===== src/rtl/core/asit_pkg.sv =====
// ----------------------------------------------------------------------------
// Speed integrator and run timer package
// Item types, register indexes, action codes and derived constants.
// ----------------------------------------------------------------------------
package asit_pkg;

   localparam int TICK_COUNT_BITS = 20;
   localparam longint TICK_MAX = (64'd1 << TICK_COUNT_BITS) - 64'd1;
   localparam int TICK_SECS_BITS = $clog2(TICK_MAX / 1000 + 1);

   localparam int READING_BITS = 12;
   localparam int ACCEL_BITS = 10;
   localparam int SPEED_BITS = 15;
   localparam int TARGET_BITS = 8;

   localparam int AREA_BITS = 30;
   localparam longint AREA_MAX = (64'd1 << AREA_BITS) - 64'd1;
   localparam longint SPEED_DIVISOR = 93359;
   localparam int REM_BITS = $clog2(SPEED_DIVISOR + 2 * (1 << READING_BITS));
   localparam longint SPEED_SAT_QUOT = (2 * AREA_MAX) / SPEED_DIVISOR;
   localparam longint SPEED_SAT_REM = (2 * AREA_MAX) % SPEED_DIVISOR;

   localparam longint RUN_TIME_MAX = 131071;
   localparam longint RUN_SECS_MAX = RUN_TIME_MAX / 100;
   localparam longint RUN_HUND_MAX = RUN_TIME_MAX % 100;
   localparam int SECS_BITS = 11;
   localparam int HUND_BITS = 7;

   localparam int CSR_INDEX_BITS = 2;
   localparam int CSR_DATA_BITS = 10;
   localparam logic [CSR_INDEX_BITS-1:0] CSR_START_THRESHOLD = 2'd0;
   localparam logic [CSR_INDEX_BITS-1:0] CSR_TARGET_SPEED = 2'd1;
   localparam logic [ACCEL_BITS-1:0] START_THRESHOLD_RESET = 10'd500;
   localparam logic [TARGET_BITS-1:0] TARGET_SPEED_RESET = 8'd60;

   localparam logic [1:0] ACTION_SAMPLE = 2'd0;
   localparam logic [1:0] ACTION_TICK = 2'd1;
   localparam logic [1:0] ACTION_SOFT_RESET = 2'd2;

   typedef struct packed {
      logic [1:0] action;
      logic [7:0] accel_high;
      logic [7:0] accel_low;
   } req_type;

   typedef struct packed {
      logic [SPEED_BITS-1:0] cur_speed;
      logic [SPEED_BITS-1:0] peak_speed;
      logic [ACCEL_BITS-1:0] cur_accel;
      logic [ACCEL_BITS-1:0] peak_accel;
      logic [SECS_BITS-1:0] run_seconds;
      logic [HUND_BITS-1:0] run_hundredths;
      logic [SECS_BITS-1:0] best_seconds;
      logic [HUND_BITS-1:0] best_hundredths;
      logic run_finished;
   } rsp_type;

endpackage


===== src/rtl/core/accel_speed_integrator_timer.sv =====
// ----------------------------------------------------------------------------
// Accelerometer speed integrator and run timer
// Tracks acceleration, integrated speed and run time from samples and ticks.
// ----------------------------------------------------------------------------
// One item is taken per clock cycle unless a stalled output holds the input
// register full. An input register holds the item, the state is updated in
// one pass and the result register presents the snapshot. The speed is kept
// as a running quotient and remainder of twice the area sum by the divisor,
// and the tick count is kept alongside as milliseconds, hundredths and
// seconds, so that no divider lies in the path. The input register takes an
// item while a result waits on a stalled output only if it is empty.
module accel_speed_integrator_timer (
   input  logic clock,
   input  logic reset,
   input  logic req_valid,
   output logic req_stall,
   input  asit_pkg::req_type req_item,
   output logic rsp_valid,
   input  logic rsp_stall,
   output asit_pkg::rsp_type rsp_item,
   input  logic csr_valid,
   output logic csr_ready,
   input  logic [asit_pkg::CSR_INDEX_BITS-1:0] csr_index,
   input  logic [asit_pkg::CSR_DATA_BITS-1:0] csr_data
);

   localparam int TB = asit_pkg::TICK_COUNT_BITS;
   localparam int TSB = asit_pkg::TICK_SECS_BITS;
   localparam int AB = asit_pkg::ACCEL_BITS;
   localparam int SB = asit_pkg::SPEED_BITS;
   localparam int RB = asit_pkg::REM_BITS;
   localparam int ARB = asit_pkg::AREA_BITS;
   localparam int RDB = asit_pkg::READING_BITS;
   localparam int SCB = asit_pkg::SECS_BITS;
   localparam int HB = asit_pkg::HUND_BITS;

   logic in_valid_ff, in_valid_in;
   asit_pkg::req_type in_item_ff;
   logic out_valid_ff, out_valid_in;
   asit_pkg::rsp_type out_item_ff, out_item_in;
   logic advance, accept;

   logic [AB-1:0] threshold_ff;
   logic [asit_pkg::TARGET_BITS-1:0] target_ff;

   logic [TB-1:0] tick_count_ff, tick_count_in;
   logic [3:0] tick_unit_ff, tick_unit_in;
   logic [HB-1:0] tick_hund_ff, tick_hund_in;
   logic [TSB-1:0] tick_secs_ff, tick_secs_in;
   logic [ARB-1:0] area_ff, area_in;
   logic [SB-1:0] area_quot_ff, area_quot_in;
   logic [RB-1:0] area_rem_ff, area_rem_in;
   logic [RDB-1:0] reading_ff, reading_in;
   logic [AB-1:0] accel_now_ff, accel_now_in;
   logic [AB-1:0] accel_peak_ff, accel_peak_in;
   logic [SB-1:0] speed_now_ff, speed_now_in;
   logic [SB-1:0] speed_peak_ff, speed_peak_in;
   logic [SCB-1:0] run_secs_ff, run_secs_in;
   logic [HB-1:0] run_hund_ff, run_hund_in;
   logic [SCB-1:0] best_secs_ff, best_secs_in;
   logic [HB-1:0] best_hund_ff, best_hund_in;
   logic finished_ff, finished_in;

   logic [ARB:0] area_sum;
   logic [RB-1:0] rem_sum;
   logic run_clamp;

   assign advance = !out_valid_ff || !rsp_stall;
   assign req_stall = in_valid_ff && !advance;
   assign accept = req_valid && !req_stall;
   assign rsp_valid = out_valid_ff;
   assign rsp_item = out_item_ff;
   assign csr_ready = 1'b1;

   always_comb begin
      in_valid_in = in_valid_ff;
      if (accept) begin
         in_valid_in = 1'b1;
      end else if (advance) begin
         in_valid_in = 1'b0;
      end
      out_valid_in = out_valid_ff;
      if (in_valid_ff && advance) begin
         out_valid_in = 1'b1;
      end else if (!rsp_stall) begin
         out_valid_in = 1'b0;
      end
   end

   always_comb begin
      tick_count_in = tick_count_ff;
      tick_unit_in = tick_unit_ff;
      tick_hund_in = tick_hund_ff;
      tick_secs_in = tick_secs_ff;
      area_in = area_ff;
      area_quot_in = area_quot_ff;
      area_rem_in = area_rem_ff;
      reading_in = reading_ff;
      accel_now_in = accel_now_ff;
      accel_peak_in = accel_peak_ff;
      speed_now_in = speed_now_ff;
      speed_peak_in = speed_peak_ff;
      run_secs_in = run_secs_ff;
      run_hund_in = run_hund_ff;
      best_secs_in = best_secs_ff;
      best_hund_in = best_hund_ff;
      finished_in = finished_ff;

      area_sum = {1'b0, area_ff} + (ARB + 1)'(reading_ff);
      rem_sum = area_rem_ff + RB'({reading_ff, 1'b0});
      run_clamp = (32'(tick_secs_ff) > 32'(asit_pkg::RUN_SECS_MAX))
         || ((32'(tick_secs_ff) == 32'(asit_pkg::RUN_SECS_MAX))
         && (32'(tick_hund_ff) > 32'(asit_pkg::RUN_HUND_MAX)));

      case (in_item_ff.action)
         asit_pkg::ACTION_SAMPLE: begin
            reading_in = {in_item_ff.accel_high, in_item_ff.accel_low[7:4]};
            accel_now_in = reading_in[RDB-1:2];
            if (accel_now_in > accel_peak_ff) begin
               accel_peak_in = accel_now_in;
            end
            if (finished_ff) begin
               run_secs_in = best_secs_ff;
               run_hund_in = best_hund_ff;
            end else if (accel_peak_in < threshold_ff) begin
               tick_count_in = '0;
               tick_unit_in = '0;
               tick_hund_in = '0;
               tick_secs_in = '0;
            end else if (run_clamp) begin
               run_secs_in = SCB'(asit_pkg::RUN_SECS_MAX);
               run_hund_in = HB'(asit_pkg::RUN_HUND_MAX);
            end else begin
               run_secs_in = SCB'(tick_secs_ff);
               run_hund_in = tick_hund_ff;
            end
            if (speed_now_ff >= SB'(target_ff)) begin
               finished_in = 1'b1;
            end
            if ({run_secs_in, run_hund_in} > {best_secs_ff, best_hund_ff}) begin
               best_secs_in = run_secs_in;
               best_hund_in = run_hund_in;
            end
         end
         asit_pkg::ACTION_TICK: begin
            if (64'(tick_count_ff) != 64'(asit_pkg::TICK_MAX)) begin
               tick_count_in = tick_count_ff + 1'b1;
               if (tick_unit_ff == 4'd9) begin
                  tick_unit_in = '0;
                  if (tick_hund_ff == HB'(99)) begin
                     tick_hund_in = '0;
                     tick_secs_in = tick_secs_ff + 1'b1;
                  end else begin
                     tick_hund_in = tick_hund_ff + 1'b1;
                  end
               end else begin
                  tick_unit_in = tick_unit_ff + 1'b1;
               end
            end
            if (accel_peak_ff < threshold_ff) begin
               area_in = '0;
               area_quot_in = '0;
               area_rem_in = '0;
            end else if (64'(area_sum) > 64'(asit_pkg::AREA_MAX)) begin
               area_in = ARB'(asit_pkg::AREA_MAX);
               area_quot_in = SB'(asit_pkg::SPEED_SAT_QUOT);
               area_rem_in = RB'(asit_pkg::SPEED_SAT_REM);
            end else begin
               area_in = area_sum[ARB-1:0];
               if (64'(rem_sum) >= 64'(asit_pkg::SPEED_DIVISOR)) begin
                  area_rem_in = rem_sum - RB'(asit_pkg::SPEED_DIVISOR);
                  area_quot_in = area_quot_ff + 1'b1;
               end else begin
                  area_rem_in = rem_sum;
               end
            end
            speed_now_in = area_quot_in;
            if (speed_now_in > speed_peak_ff) begin
               speed_peak_in = speed_now_in;
            end
         end
         asit_pkg::ACTION_SOFT_RESET: begin
            finished_in = 1'b0;
            run_secs_in = '0;
            run_hund_in = '0;
            speed_now_in = '0;
            speed_peak_in = '0;
            accel_now_in = '0;
            accel_peak_in = '0;
         end
         default: begin
         end
      endcase

      out_item_in.cur_speed = speed_now_in;
      out_item_in.peak_speed = speed_peak_in;
      out_item_in.cur_accel = accel_now_in;
      out_item_in.peak_accel = accel_peak_in;
      out_item_in.run_seconds = run_secs_in;
      out_item_in.run_hundredths = run_hund_in;
      out_item_in.best_seconds = best_secs_in;
      out_item_in.best_hundredths = best_hund_in;
      out_item_in.run_finished = finished_in;
   end

   always_ff @(posedge clock) begin
      if (accept) begin
         in_item_ff <= req_item;
      end
      if (in_valid_ff && advance) begin
         out_item_ff <= out_item_in;
      end
   end

   always_ff @(posedge clock) begin
      if (reset) begin
         in_valid_ff <= 1'b0;
         out_valid_ff <= 1'b0;
         threshold_ff <= asit_pkg::START_THRESHOLD_RESET;
         target_ff <= asit_pkg::TARGET_SPEED_RESET;
         tick_count_ff <= '0;
         tick_unit_ff <= '0;
         tick_hund_ff <= '0;
         tick_secs_ff <= '0;
         area_ff <= '0;
         area_quot_ff <= '0;
         area_rem_ff <= '0;
         reading_ff <= '0;
         accel_now_ff <= '0;
         accel_peak_ff <= '0;
         speed_now_ff <= '0;
         speed_peak_ff <= '0;
         run_secs_ff <= '0;
         run_hund_ff <= '0;
         best_secs_ff <= '0;
         best_hund_ff <= '0;
         finished_ff <= 1'b0;
      end else begin
         in_valid_ff <= in_valid_in;
         out_valid_ff <= out_valid_in;
         if (csr_valid && csr_ready) begin
            unique case (csr_index)
               asit_pkg::CSR_START_THRESHOLD: begin
                  threshold_ff <= csr_data[AB-1:0];
               end
               asit_pkg::CSR_TARGET_SPEED: begin
                  target_ff <= csr_data[asit_pkg::TARGET_BITS-1:0];
               end
               default: begin
               end
            endcase
         end
         if (in_valid_ff && advance) begin
            tick_count_ff <= tick_count_in;
            tick_unit_ff <= tick_unit_in;
            tick_hund_ff <= tick_hund_in;
            tick_secs_ff <= tick_secs_in;
            area_ff <= area_in;
            area_quot_ff <= area_quot_in;
            area_rem_ff <= area_rem_in;
            reading_ff <= reading_in;
            accel_now_ff <= accel_now_in;
            accel_peak_ff <= accel_peak_in;
            speed_now_ff <= speed_now_in;
            speed_peak_ff <= speed_peak_in;
            run_secs_ff <= run_secs_in;
            run_hund_ff <= run_hund_in;
            best_secs_ff <= best_secs_in;
            best_hund_ff <= best_hund_in;
            finished_ff <= finished_in;
         end
      end
   end

endmodule

===== config.mk =====
export PLATFORM = sky130hd
export DESIGN_NAME = accel_speed_integrator_timer
export DESIGN_NICKNAME = d
export VERILOG_FILES = /design/src/rtl/core/asit_pkg.sv /design/src/rtl/core/accel_speed_integrator_timer.sv
export SDC_FILE = /design/constraint.sdc
export NUM_CORES = 1
export LEC_CHECK = 0
export BUFFER_PORTS_ARGS = -buffer_cell sky130_fd_sc_hd__buf_2
export CAP_MARGIN = 20
export CORE_ASPECT_RATIO = 1.4
export CORE_UTILIZATION = 60
export DETAILED_ROUTE_END_ITERATION = 7
export GPL_ROUTABILITY_DRIVEN = 1
export HOLD_SLACK_MARGIN = 0.05
export PLACE_DENSITY = 0.9
export SLEW_MARGIN = 5
export SYNTH_ARGS = -nofsm -noshare
export SYNTH_HDL_FRONTEND = slang
export SYNTH_SLANG_ARGS = --single-unit

===== constraint.sdc =====
create_clock -name clock -period 15.65 [get_ports clock]
set_input_delay 0.7825 -clock clock [delete_from_list [all_inputs] [get_ports clock]]
set_output_delay 0.7825 -clock clock [all_outputs]
set_load 0.01 [all_outputs]

==> results of run 1 <==
[logic make-up after synthesis]
| group | count (synthesis) |
|---|---|
| and+or+nand+nor | 678 |
| AOI/OAI and AO/OA | 590 |
| DFF | 324 |
| buffers and inverters | 187 |
| adders and majority gates | 106 |
| xor gates and xnor gates | 40 |
| muxes | 37 |
| other | 1 |
[synthesized netlist by cell type (8+ instances only)]
| master | instances |
|---|---|
| a22o_1 | 50 |
| nand2b_1 | 13 |
| nor3_1 | 30 |
| o211ai_1 | 14 |
| o21ai_0 | 134 |
| nor4_1 | 12 |
| mux2_2 | 26 |
| o22a_1 | 10 |
| o21a_1 | 20 |
| xnor2_1 | 17 |
| inv_1 | 93 |
| nor2_1 | 109 |
| a21oi_1 | 155 |
| xor2_1 | 18 |
| mux2i_1 | 11 |
| a31oi_1 | 20 |
| and3_1 | 28 |
| a21o_1 | 44 |
| edfxtp_1 | 101 |
| dfxtp_1 | 223 |
| nand4_1 | 27 |
| or4_1 | 8 |
| clkbuf_1 | 71 |
| and2_1 | 17 |
| o31ai_1 | 16 |
| ha_1 | 104 |
| or3_1 | 28 |
| nand3_1 | 53 |
| buf_1 | 11 |
| o21ai_1 | 17 |
| nor2b_1 | 18 |
| nor3b_1 | 20 |
| a211oi_1 | 27 |
| nand2_1 | 279 |
[worst paths after layout]
kind	from	end	slack, ps
hold reg to reg	accel_now_ff[6]$_SDFFE_PP0P_	accel_now_ff[6]$_SDFFE_PP0P_	460
setup reg to reg	in_item_ff[11]$_DFFE_PP_	best_secs_ff[10]$_SDFFE_PP0P_	8550
hold / removal	req_item[8]	in_item_ff[8]$_DFFE_PP_	390
setup / recovery	in_item_ff[11]$_DFFE_PP_	best_secs_ff[10]$_SDFFE_PP0P_	8550
[through the flow]
stage	power, mW	cell area (um^2)	setup WS, ps	instances	hold WS (ps)
after floorplan	1.024	17560	9714	1963	425.0
after detailed placement	1.080	18490	8714	2392	446.6
after global placement	1.074	18490	8927	2392	439.2
final	1.833	19540	8549	2450	385.6
after CTS	1.830	19520	8651	2448	375.3
after global routing	1.886	19540	7967	2450	371.0
[registers in the layout, indices dropped and copies added, names as in the netlist, 12 cells and up]
| signal | flops |
|---|---|
| rsp_item | 87 |
| area_ff | 30 |
| tick_count_ff | 20 |
| area_rem_ff | 17 |
| area_quot_ff | 15 |
| speed_now_ff | 15 |
| speed_peak_ff | 15 |
| in_item_ff | 14 |
| reading_ff | 12 |
[routing by layer]
metal / vias to the layer above / track usage (%) / wire length [um]
li1: 7308 / - / -
met1: 7463 / 34.11 / 17410
met2: 741 / 58.23 / 24680
met3: 210 / 4.464 / 3407
met4: 2 / 20.46 / 2828
met5: - / 0 / 11
[worst register-to-register path: cells and delay by family (launching register included)]
kind                     cells  cell delay (ps)
AO/OA/AOI/OAI               15             3470
adder cells (fa/ha/maj)      3             1000
AND/OR/NAND/NOR              5              960
buffers and inverters        4              820
flip-flops                   1              490
multiplexers                 1              270
[power by group]
part | switching [mW] | internal, mW | leakage [nW]
Clock | 0.320 | 0.445 | 0.508
Combinational | 0.113 | 0.0559 | 4.42
Sequential | 0.0119 | 0.887 | 2.75
[area by class of cell]
type | count | area, um^2 | share of cell area (%)
multi-input combinational | 1452 | 9368 | 47.95
sequential | 324 | 7497 | 38.37
clock buffer | 46 | 902.1 | 4.617
timing repair buffer | 148 | 815.8 | 4.175
tap | 375 | 469.2 | 2.402
inverter | 95 | 359.1 | 1.838
clock inverter | 10 | 126.4 | 0.6468
==> impl_metrics.tcl, run 1 <==
set metrics [dict create \
    status "completed" \
    synth_cells 1963 \
    h-tree-depth 1 \
    hold_viol 0 \
    cts_root_buf "clkbuf_16" \
    path_class "register to register" \
    skew_ps 11.04 \
    hpwlAfterDp_um 33860 \
    synth_compound_gate_area_share_pct 22.10 \
    via_count 15724 \
    synth_fp_nets 2104 \
    synth_fa_ha_area_share_pct 7.637 \
    synth_xor_area_share_pct 2.337 \
    ios 125 \
    synthSimpleGateAreaFrac_pct 18.79 \
    cts_resized 0 \
    synthFlopType "dfxtp_1" \
    synth_cell_types 98 \
    p_per_area_nw_per_um2 93.81 \
    cts_setup_buffers 0 \
    synthMuxAreaShare_pct 2.294 \
    clk_pin_slew_ps 60 \
    drive_above_1_share_pct 13.30 \
    antenna_cells 0 \
    synth_top_family_by_area "compound AO/OA/AOI/OAI gates" \
    cp.depth 28 \
    clock_sinks 324 \
    final_common_cell "nand2_1" \
    syn_area_per_cell_um2 8.947 \
    setup_viol_count_final 0 \
    relSlewSlack_pct 36.34 \
    num-nets-final 2193 \
    period_share_pct 45.37 \
    leakagePower_nw 7.680 \
    clockBufferDepth 3 \
    numCtsBuffers 31 \
    drc 0 \
    syn_area_um2 17560 \
    wl_um 48340 \
    worst_pin_slew_ps 951.4 \
    clkLatencyLatePin_ps 580 \
    critPathLaunchType "register" \
    synthTopCellsByArea "dfxtp_1 (25%), edfxtp_1 (17%), ha_1 (7.4%)" \
    crit_path_max_fanout 25 \
    slew_viol_final 0 \
    endpoint_kind "register" \
    ys_ff_latch 324 \
    reg2reg_depth 28 \
    synth_top_area_share_pct 25.42 \
    grt-ovfl-total 0 \
    gp_congestion 0.9705 \
    ctsHoldBuffers 0 \
    grt_pass1_wl_um 76240 \
    grt_setup_unrepaired "false" \
    worstPathArrival_ps 7590 \
    yosys_warnings 0 \
    peakVddDrop_uv 129.0 \
    worst-path-buf-inv 4 \
    wl_per_cell_um 19.73 \
    seq_area_frac_synth_pct 42.69 \
    drtIter0Drc 1101 \
    die_y_um 204.4 \
    final_cell_mix "nand2_1 (279), dfxtp_1 (223), a21oi_1 (154), o21ai_0 (134), buf_2 (118)" \
    worstHoldPathType "primary input to register" \
    tns_ps 0 \
    grt_max_degree 73 \
    antenna_found_initial 1 \
    ant_nets 0 \
    yosys.area.top_type "dfxtp_1" \
    min_period_ps 7101 \
    start_util_pct 61.43 \
    slowest_stage "edfxtp_1" \
    min_path_cells 1 \
    die_area_um2 29970 \
    grt_usage_pct 31.81 \
    fin_util_pct 68.34 \
    slowest_delay_ps 490 \
    synth_edf_count 101 \
    core_region_area_um2 28590 \
    dr.pass1.iters 6 \
    grt_pass1_vias 15536 \
    fmaxAchievable_ghz 0.1408 \
    cp_top_family "compound AO/OA/AOI/OAI gates" \
    area_growth_pct 11.24 \
    avgViaCountPerCell 6.418 \
    crit_required_ps 16140 \
    cts_tree "done" \
    synthArstFlopShare_pct 0 \
    dieWidth_um 146.6 \
    rows 73 \
    n_fill_cell 2105 \
    drv_cap 0 \
    io_buffers 119 \
]
Power figures use the tool's default switching activity.
==> inputs of run 2 (changes only) <==
--- a/config.mk
+++ b/config.mk
@@ -5,14 +5,15 @@
 export SDC_FILE = /design/constraint.sdc
 export NUM_CORES = 1
 export LEC_CHECK = 0
+export ABC_AREA = 1
 export BUFFER_PORTS_ARGS = -buffer_cell sky130_fd_sc_hd__buf_2
 export CAP_MARGIN = 20
 export CORE_ASPECT_RATIO = 1.4
-export CORE_UTILIZATION = 60
+export CORE_UTILIZATION = 56
 export DETAILED_ROUTE_END_ITERATION = 7
 export GPL_ROUTABILITY_DRIVEN = 1
 export HOLD_SLACK_MARGIN = 0.05
-export PLACE_DENSITY = 0.9
+export PLACE_DENSITY = 0.89
 export SLEW_MARGIN = 5
 export SYNTH_ARGS = -nofsm -noshare
 export SYNTH_HDL_FRONTEND = slang
==> constraint.sdc (replaced) <==
create_clock -name clock -period 6.15 [get_ports clock]
set_input_delay 0.3075 -clock clock [delete_from_list [all_inputs] [get_ports clock]]
set_output_delay 0.3075 -clock clock [all_outputs]
set_load 0.01 [all_outputs]
==> run 2 against run 1 <==
Sequential share of layout area is 3.0 points lower. Routed wire length rose by 3.9%. Sequential power grew to 2.6 times the previous value. Utilization is 4.8 points lower. Area after synthesis grew 8.5%. Maximum frequency is 28% higher. Clock-buffer cell count decreased by 4. Critical path depth rose by 4. Register-to-register slack lost 8000 ps. Worst hold slack worse by 200 ps. Flip-flop and latch count is the same. First-iteration DRC count increased by 33%. Critical endpoint is now speed_peak_ff[5]$_SDFFE_PP0P_. Largest cell class unchanged. Largest power group unchanged. Highest routed layer is now met4.
==> impl_metrics.tcl, run 2 <==
set metrics [dict create \
    status "completed" \
    largest_reg_flops 87 \
    synthArstFlopShare_pct 0 \
    clkLatencyLatePin_ps 590 \
    synth_edf_count 101 \
    area_growth_pct 11.39 \
    reg2reg_from "reading_ff[0]$_SDFFE_PP0P_" \
    slew_viol_final 0 \
    yosys_warnings 0 \
    grt_setup_unrepaired "false" \
    syn_area_per_cell_um2 7.098 \
    worst_pin_slew_ps 999.9 \
    crit_end "speed_peak_ff[5]$_SDFFE_PP0P_" \
    n_fill_cell 2859 \
    r2r_slack_ps 590 \
    final_cell_area_um2 21220 \
    drtIter0Drc 1467 \
    critPathLaunchType "register" \
    leakagePower_nw 9.670 \
    crit_top_cell "nand2_1" \
    place_ws_ps 518.7 \
    p_per_area_nw_per_um2 237.4 \
    hpwlAfterDp_um 34880 \
    h-tree-depth 1 \
    fmaxAchievable_ghz 0.1799 \
    clock_sinks 324 \
    rows 79 \
    synthTopCellsByArea "dfxtp_1 (23%), edfxtp_1 (16%), nand2_1 (14%)" \
    crit_required_ps 6680 \
    fin_util_pct 63.52 \
    wl_per_cell_um 15.48 \
    endpoint_kind "register" \
    clockBufferDepth 3 \
    antenna_found_initial 0 \
    path_class "register to register" \
    cts_root_buf "clkbuf_16" \
    antenna_cells 0 \
    worstPathArrival_ps 6080 \
    synth_fp_nets 2825 \
    grt_usage_pct 28.73 \
    worstHoldPathType "primary input to register" \
    ys_ff_latch 324 \
    grt_pass1_vias 17233 \
    start_util_pct 57.02 \
    die_area_um2 34770 \
    grt_pass1_wl_um 80450 \
    period_share_pct 90.36 \
    slowest_stage "nor2_1" \
    grt-ovfl-total 0 \
    clk_pin_slew_ps 70 \
    cts_tree "done" \
    numCtsBuffers 31 \
    tns_ps 0 \
    final_common_cell "nand2_1" \
    reg2reg_depth 32 \
    ios 125 \
    r2r_end "speed_peak_ff[5]$_SDFFE_PP0P_" \
    yosys-top-cells-count "nand2_1 (705), inv_1 (345), nand3_1 (240)" \
    num-nets-final 2916 \
    cp.depth 32 \
    fin_cells 3245 \
    synth_most_common_cell "nand2_1" \
    fin_hold_ws_ps 180.9 \
    min_path_cells 4 \
    core_region_area_um2 33410 \
    gp_congestion 0.9368 \
    via_count 18407 \
    synthFlopType "dfxtp_1" \
    peakVddDrop_uv 237.5 \
    crit_path_max_fanout 47 \
    synth_cell_types 58 \
    syn_area_um2 19050 \
    io_buffers 119 \
    yosys.area.top_type "dfxtp_1" \
    dr.pass1.iters 6 \
    relSlewSlack_pct 33.34 \
    skew_ps 23.85 \
    drc 0 \
    slowest_delay_ps 590 \
    grt_max_degree 169 \
    hold_viol 0 \
    avgViaCountPerCell 5.672 \
    drive_above_1_share_pct 8.500 \
    wl_um 50240 \
    p_total_mw 5.037 \
    final_cell_mix "nand2_1 (704), inv_1 (344), nand3_1 (240), a21oi_1 (234), dfxtp_1 (223)" \
    min_period_ps 5557 \
    seq_area_frac_synth_pct 39.35 \
    cp_top_family "simple AND/OR/NAND/NOR gates" \
    die_y_um 220.2 \
    dp.cells 3159 \
    startpoint "reading_ff[0]$_SDFFE_PP0P_" \
    drv_cap 0 \
    synth_top_area_share_pct 23.43 \
    synth_cells 2684 \
    setup_viol_count_final 0 \
    worst-path-buf-inv 4 \
    placed_cell_area_um2 19920 \
    dieWidth_um 157.9 \
    ant_nets 0 \
    setup_ws_ps 592.8 \
]
[run 2: final cells by class]
type                            count  area, um^2  area share, %
Multi-Input combinational cell   1895        9774          46.06
Sequential cell                   324        7497          35.33
Inverter                          357        1341          6.321
Timing Repair Buffer              166        1032          4.864
Clock buffer                       42       817.0          3.850
Tap cell                          445       556.8          2.624
Clock inverter                     16       201.4         0.9493
[run 2: layer usage]
metal	share of wire [%]	wire length, um	vias up	GRT usage (%)
met1	38	19270	8501	32.74
li1	-	-	8972	-
met5	0	0	-	0
met2	50	25130	752	51.62
met3	6.4	3203	182	2.938
met4	5.2	2634	0	16.96
[run 2: worst reg2reg max path: cells and delay by family, from the launching register on]
family | cells | cell delay, ps
buffers and inverters | 4 | 300
flip-flops | 1 | 410
AO/OA/AOI/OAI | 1 | 180
AND/OR/NAND/NOR | 24 | 3640
adder cells (fa/ha/maj) | 3 | 970
[run 2: logic make-up (layout without fill, tap and decap cells)]
| family | after synthesis | after routing | share of synthesized area [%] |
|---|---|---|---|
| AO/OA/AOI/OAI | 424 | 424 | 12.22 |
| XOR/XNOR | 59 | 59 | 2.712 |
| adder cells (fa/ha/maj) | 106 | 106 | 7.041 |
| buffers and inverters | 465 | 581 | 9.418 |
| flip-flops | 324 | 324 | 39.35 |
| other | 1 | 1 | 0.01968 |
| AND/OR/NAND/NOR | 1305 | 1305 | 29.23 |
[run 2: how the worst min path moves through the flow]
stage	start	to	slack, ps
finish	csr_index[1]	target_ff[5]$_SDFFE_PP1P_	180
global route	csr_index[1]	target_ff[3]$_SDFFE_PP1P_	200
CTS	csr_index[1]	target_ff[3]$_SDFFE_PP1P_	160
detailed placement	accel_now_ff[9]$_SDFFE_PP0P_	accel_now_ff[9]$_SDFFE_PP0P_	440
global placement	accel_now_ff[7]$_SDFFE_PP0P_	accel_now_ff[7]$_SDFFE_PP0P_	440
floorplan	req_item[10]	in_item_ff[10]$_DFFE_PP_	410
[run 2: power by group]
part / switching, mW / internal (mW) / total (mW) / leakage (nW)
Combinational: 0.489 / 0.239 / 0.727 / 6.41
Sequential: 0.0527 / 2.31 / 2.36 / 2.79
Clock: 0.843 / 1.10 / 1.95 / 0.474
[run 2: timing repair]
item                       4_1_cts  5_1_grt
hold buffers                    26        0
gates resized for setup          0        3
setup buffers                    0        2
hold endpoints to repair        30        0
setup endpoints to repair        0       36
==> inputs of run 3 (changes only) <==
--- a/config.mk
+++ b/config.mk
@@ -5,15 +5,14 @@
 export SDC_FILE = /design/constraint.sdc
 export NUM_CORES = 1
 export LEC_CHECK = 0
-export ABC_AREA = 1
 export BUFFER_PORTS_ARGS = -buffer_cell sky130_fd_sc_hd__buf_2
 export CAP_MARGIN = 20
 export CORE_ASPECT_RATIO = 1.4
-export CORE_UTILIZATION = 56
+export CORE_UTILIZATION = 55
 export DETAILED_ROUTE_END_ITERATION = 7
 export GPL_ROUTABILITY_DRIVEN = 1
 export HOLD_SLACK_MARGIN = 0.05
-export PLACE_DENSITY = 0.89
+export PLACE_DENSITY = 0.88
 export SLEW_MARGIN = 5
 export SYNTH_ARGS = -nofsm -noshare
 export SYNTH_HDL_FRONTEND = slang
==> run 3 against run 2 <==
Die area is 6.1% lower. First-iteration DRC count is 4.6% lower. Routed wire length is 1.8% higher. Utilization is 1.0 points higher. Setup slack worse by 540 ps. Largest power group unchanged. Highest routed layer unchanged.
==> impl_metrics.tcl, run 3 (synthesis results as in run 1) <==
set metrics [dict create \
    status "completed" \
    grt-ovfl-total 0 \
    clk_pin_slew_ps 70 \
    top_layer "met4" \
    largest_reg_flops 87 \
    final_common_cell "nand2_1" \
    r2r_end "rsp_item[11]$_DFFE_PP_" \
    r2r_slack_ps 60 \
    min_period_ps 6094 \
    reg2reg_depth 26 \
    wl_met2_um 26240 \
    endpoint_kind "register" \
    fin_cells 2539 \
    wl_met3_um 3643 \
    grt_usage_pct 30.04 \
    fin_util_pct 64.55 \
    drc 0 \
    leakagePower_nw 8.036 \
    wl_per_cell_um 20.14 \
    fmaxAchievable_ghz 0.1641 \
    clockBufferDepth 3 \
    die_area_um2 32660 \
    dr.pass1.iters 8 \
    ant_nets 0 \
    drtIter0Drc 1400 \
    fin_hold_ws_ps 71.49 \
    path_class "register to register" \
    die_y_um 213.4 \
    dp.cells 2445 \
    period_share_pct 99.08 \
    slew_viol_final 0 \
    via_count 16290 \
    crit_top_cell "mux2_2" \
    setup_ws_ps 56.32 \
    grt_max_degree 71 \
    crit_required_ps 6470 \
    rows 77 \
    slowest_delay_ps 460 \
    cts_tree "done" \
    startpoint "in_item_ff[11]$_DFFE_PP_" \
    setup_viol_count_final 0 \
    worst_pin_slew_ps 940.0 \
    peakVddDrop_uv 205.0 \
    relSlewSlack_pct 36.92 \
    num-nets-final 2261 \
    drive_above_1_share_pct 16.28 \
    tns_ps 0 \
    cts_root_buf "clkbuf_16" \
    wl_um 51150 \
    dieWidth_um 153.0 \
    ios 125 \
    critPathLaunchType "register" \
    hold_viol 0 \
    antenna_cells 0 \
    h-tree-depth 1 \
    place_ws_ps 230.6 \
    avgViaCountPerCell 6.416 \
    final_cell_mix "nand2_1 (276), dfxtp_1 (219), a21oi_1 (151), o21ai_0 (126), buf_2 (118)" \
    grt_pass1_wl_um 78700 \
    numCtsBuffers 31 \
    drv_cap 0 \
    worstPathArrival_ps 6410 \
    hpwlAfterDp_um 35520 \
    crit_end "rsp_item[11]$_DFFE_PP_" \
    grt_pass1_vias 15632 \
    clkLatencyLatePin_ps 580 \
    p_per_area_nw_per_um2 233.8 \
    start_util_pct 55.75 \
    skew_ps 15.64 \
    worstHoldPathType "primary input to register" \
    wl_met1_um 18160 \
    gp_congestion 0.9854 \
    crit_path_max_fanout 6 \
    area_growth_pct 15.78 \
    n_fill_cell 2362 \
    antenna_found_initial 0 \
    clock_sinks 324 \
    reg2reg_from "in_item_ff[11]$_DFFE_PP_" \
    core_region_area_um2 31500 \
    io_buffers 119 \
    slowest_stage "edfxtp_1" \
]
## run 3: metrics by stage
step | area (um^2) | total power [mW]
3_5_place_dp | 18780 | 2.771
4_1_cts | 20060 | 4.704
5_1_grt | 20330 | 4.879
6_report | 20330 | 4.755
3_3_place_gp | 18760 | 2.755
2_1_floorplan | 17560 | 2.605
## run 3: report_power, final
| group | internal (mW) | switching [mW] |
|---|---|---|
| logic | 0.193 | 0.324 |
| registers | 2.26 | 0.0280 |
| clock network | 1.13 | 0.827 |
## run 3: layout make-up
type / count / area, um^2 / share of cell area, %
Clock inverter: 13 / 147.6 / 0.7261
Multi-Input combinational cell: 1452 / 9490 / 46.67
Timing Repair Buffer: 216 / 1455 / 7.156
Inverter: 95 / 359.1 / 1.766
Tap cell: 395 / 494.2 / 2.430
Sequential cell: 324 / 7502 / 36.89
Clock buffer: 44 / 885.9 / 4.356
## run 3: worst min-delay path by stage
stage | start | endpoint | slack (ps) | depth (start not counted)
global placement | speed_now_ff[0]$_SDFFE_PP0P_ | speed_now_ff[0]$_SDFFE_PP0P_ | 440 | 2
CTS | csr_data[1] | threshold_ff[1]$_SDFFE_PP0P_ | 50 | 3
finish | csr_data[1] | target_ff[1]$_SDFFE_PP0P_ | 70 | 3
detailed placement | area_rem_ff[11]$_SDFFE_PP0P_ | area_rem_ff[11]$_SDFFE_PP0P_ | 450 | 1
global route | csr_data[1] | threshold_ff[1]$_SDFFE_PP0P_ | 70 | 3
floorplan | req_item[10] | in_item_ff[10]$_DFFE_PP_ | 410 | 0
## run 3: timing repair
action	4_1_cts	5_1_grt
setup endpoints to repair	0	58
hold buffers	25	0
hold endpoints to repair	30	0
buffers inserted	0	8
gates resized for setup	0	47
## run 3: critical path: cells and delay by family (launching register included)
kind | cells | cell delay (ps)
muxes | 3 | 940
AOI/OAI and AO/OA | 10 | 2130
DFF | 1 | 460
buffers and inverters | 2 | 370
and+or+nand+nor | 8 | 1120
adders and majority gates | 3 | 810
## run 3: metal layers
metal,GRT usage [%],up-vias
met5,0,-
met4,19.58,0
met3,3.800,218
met2,55.25,833
met1,32.62,7771
li1,-,7468
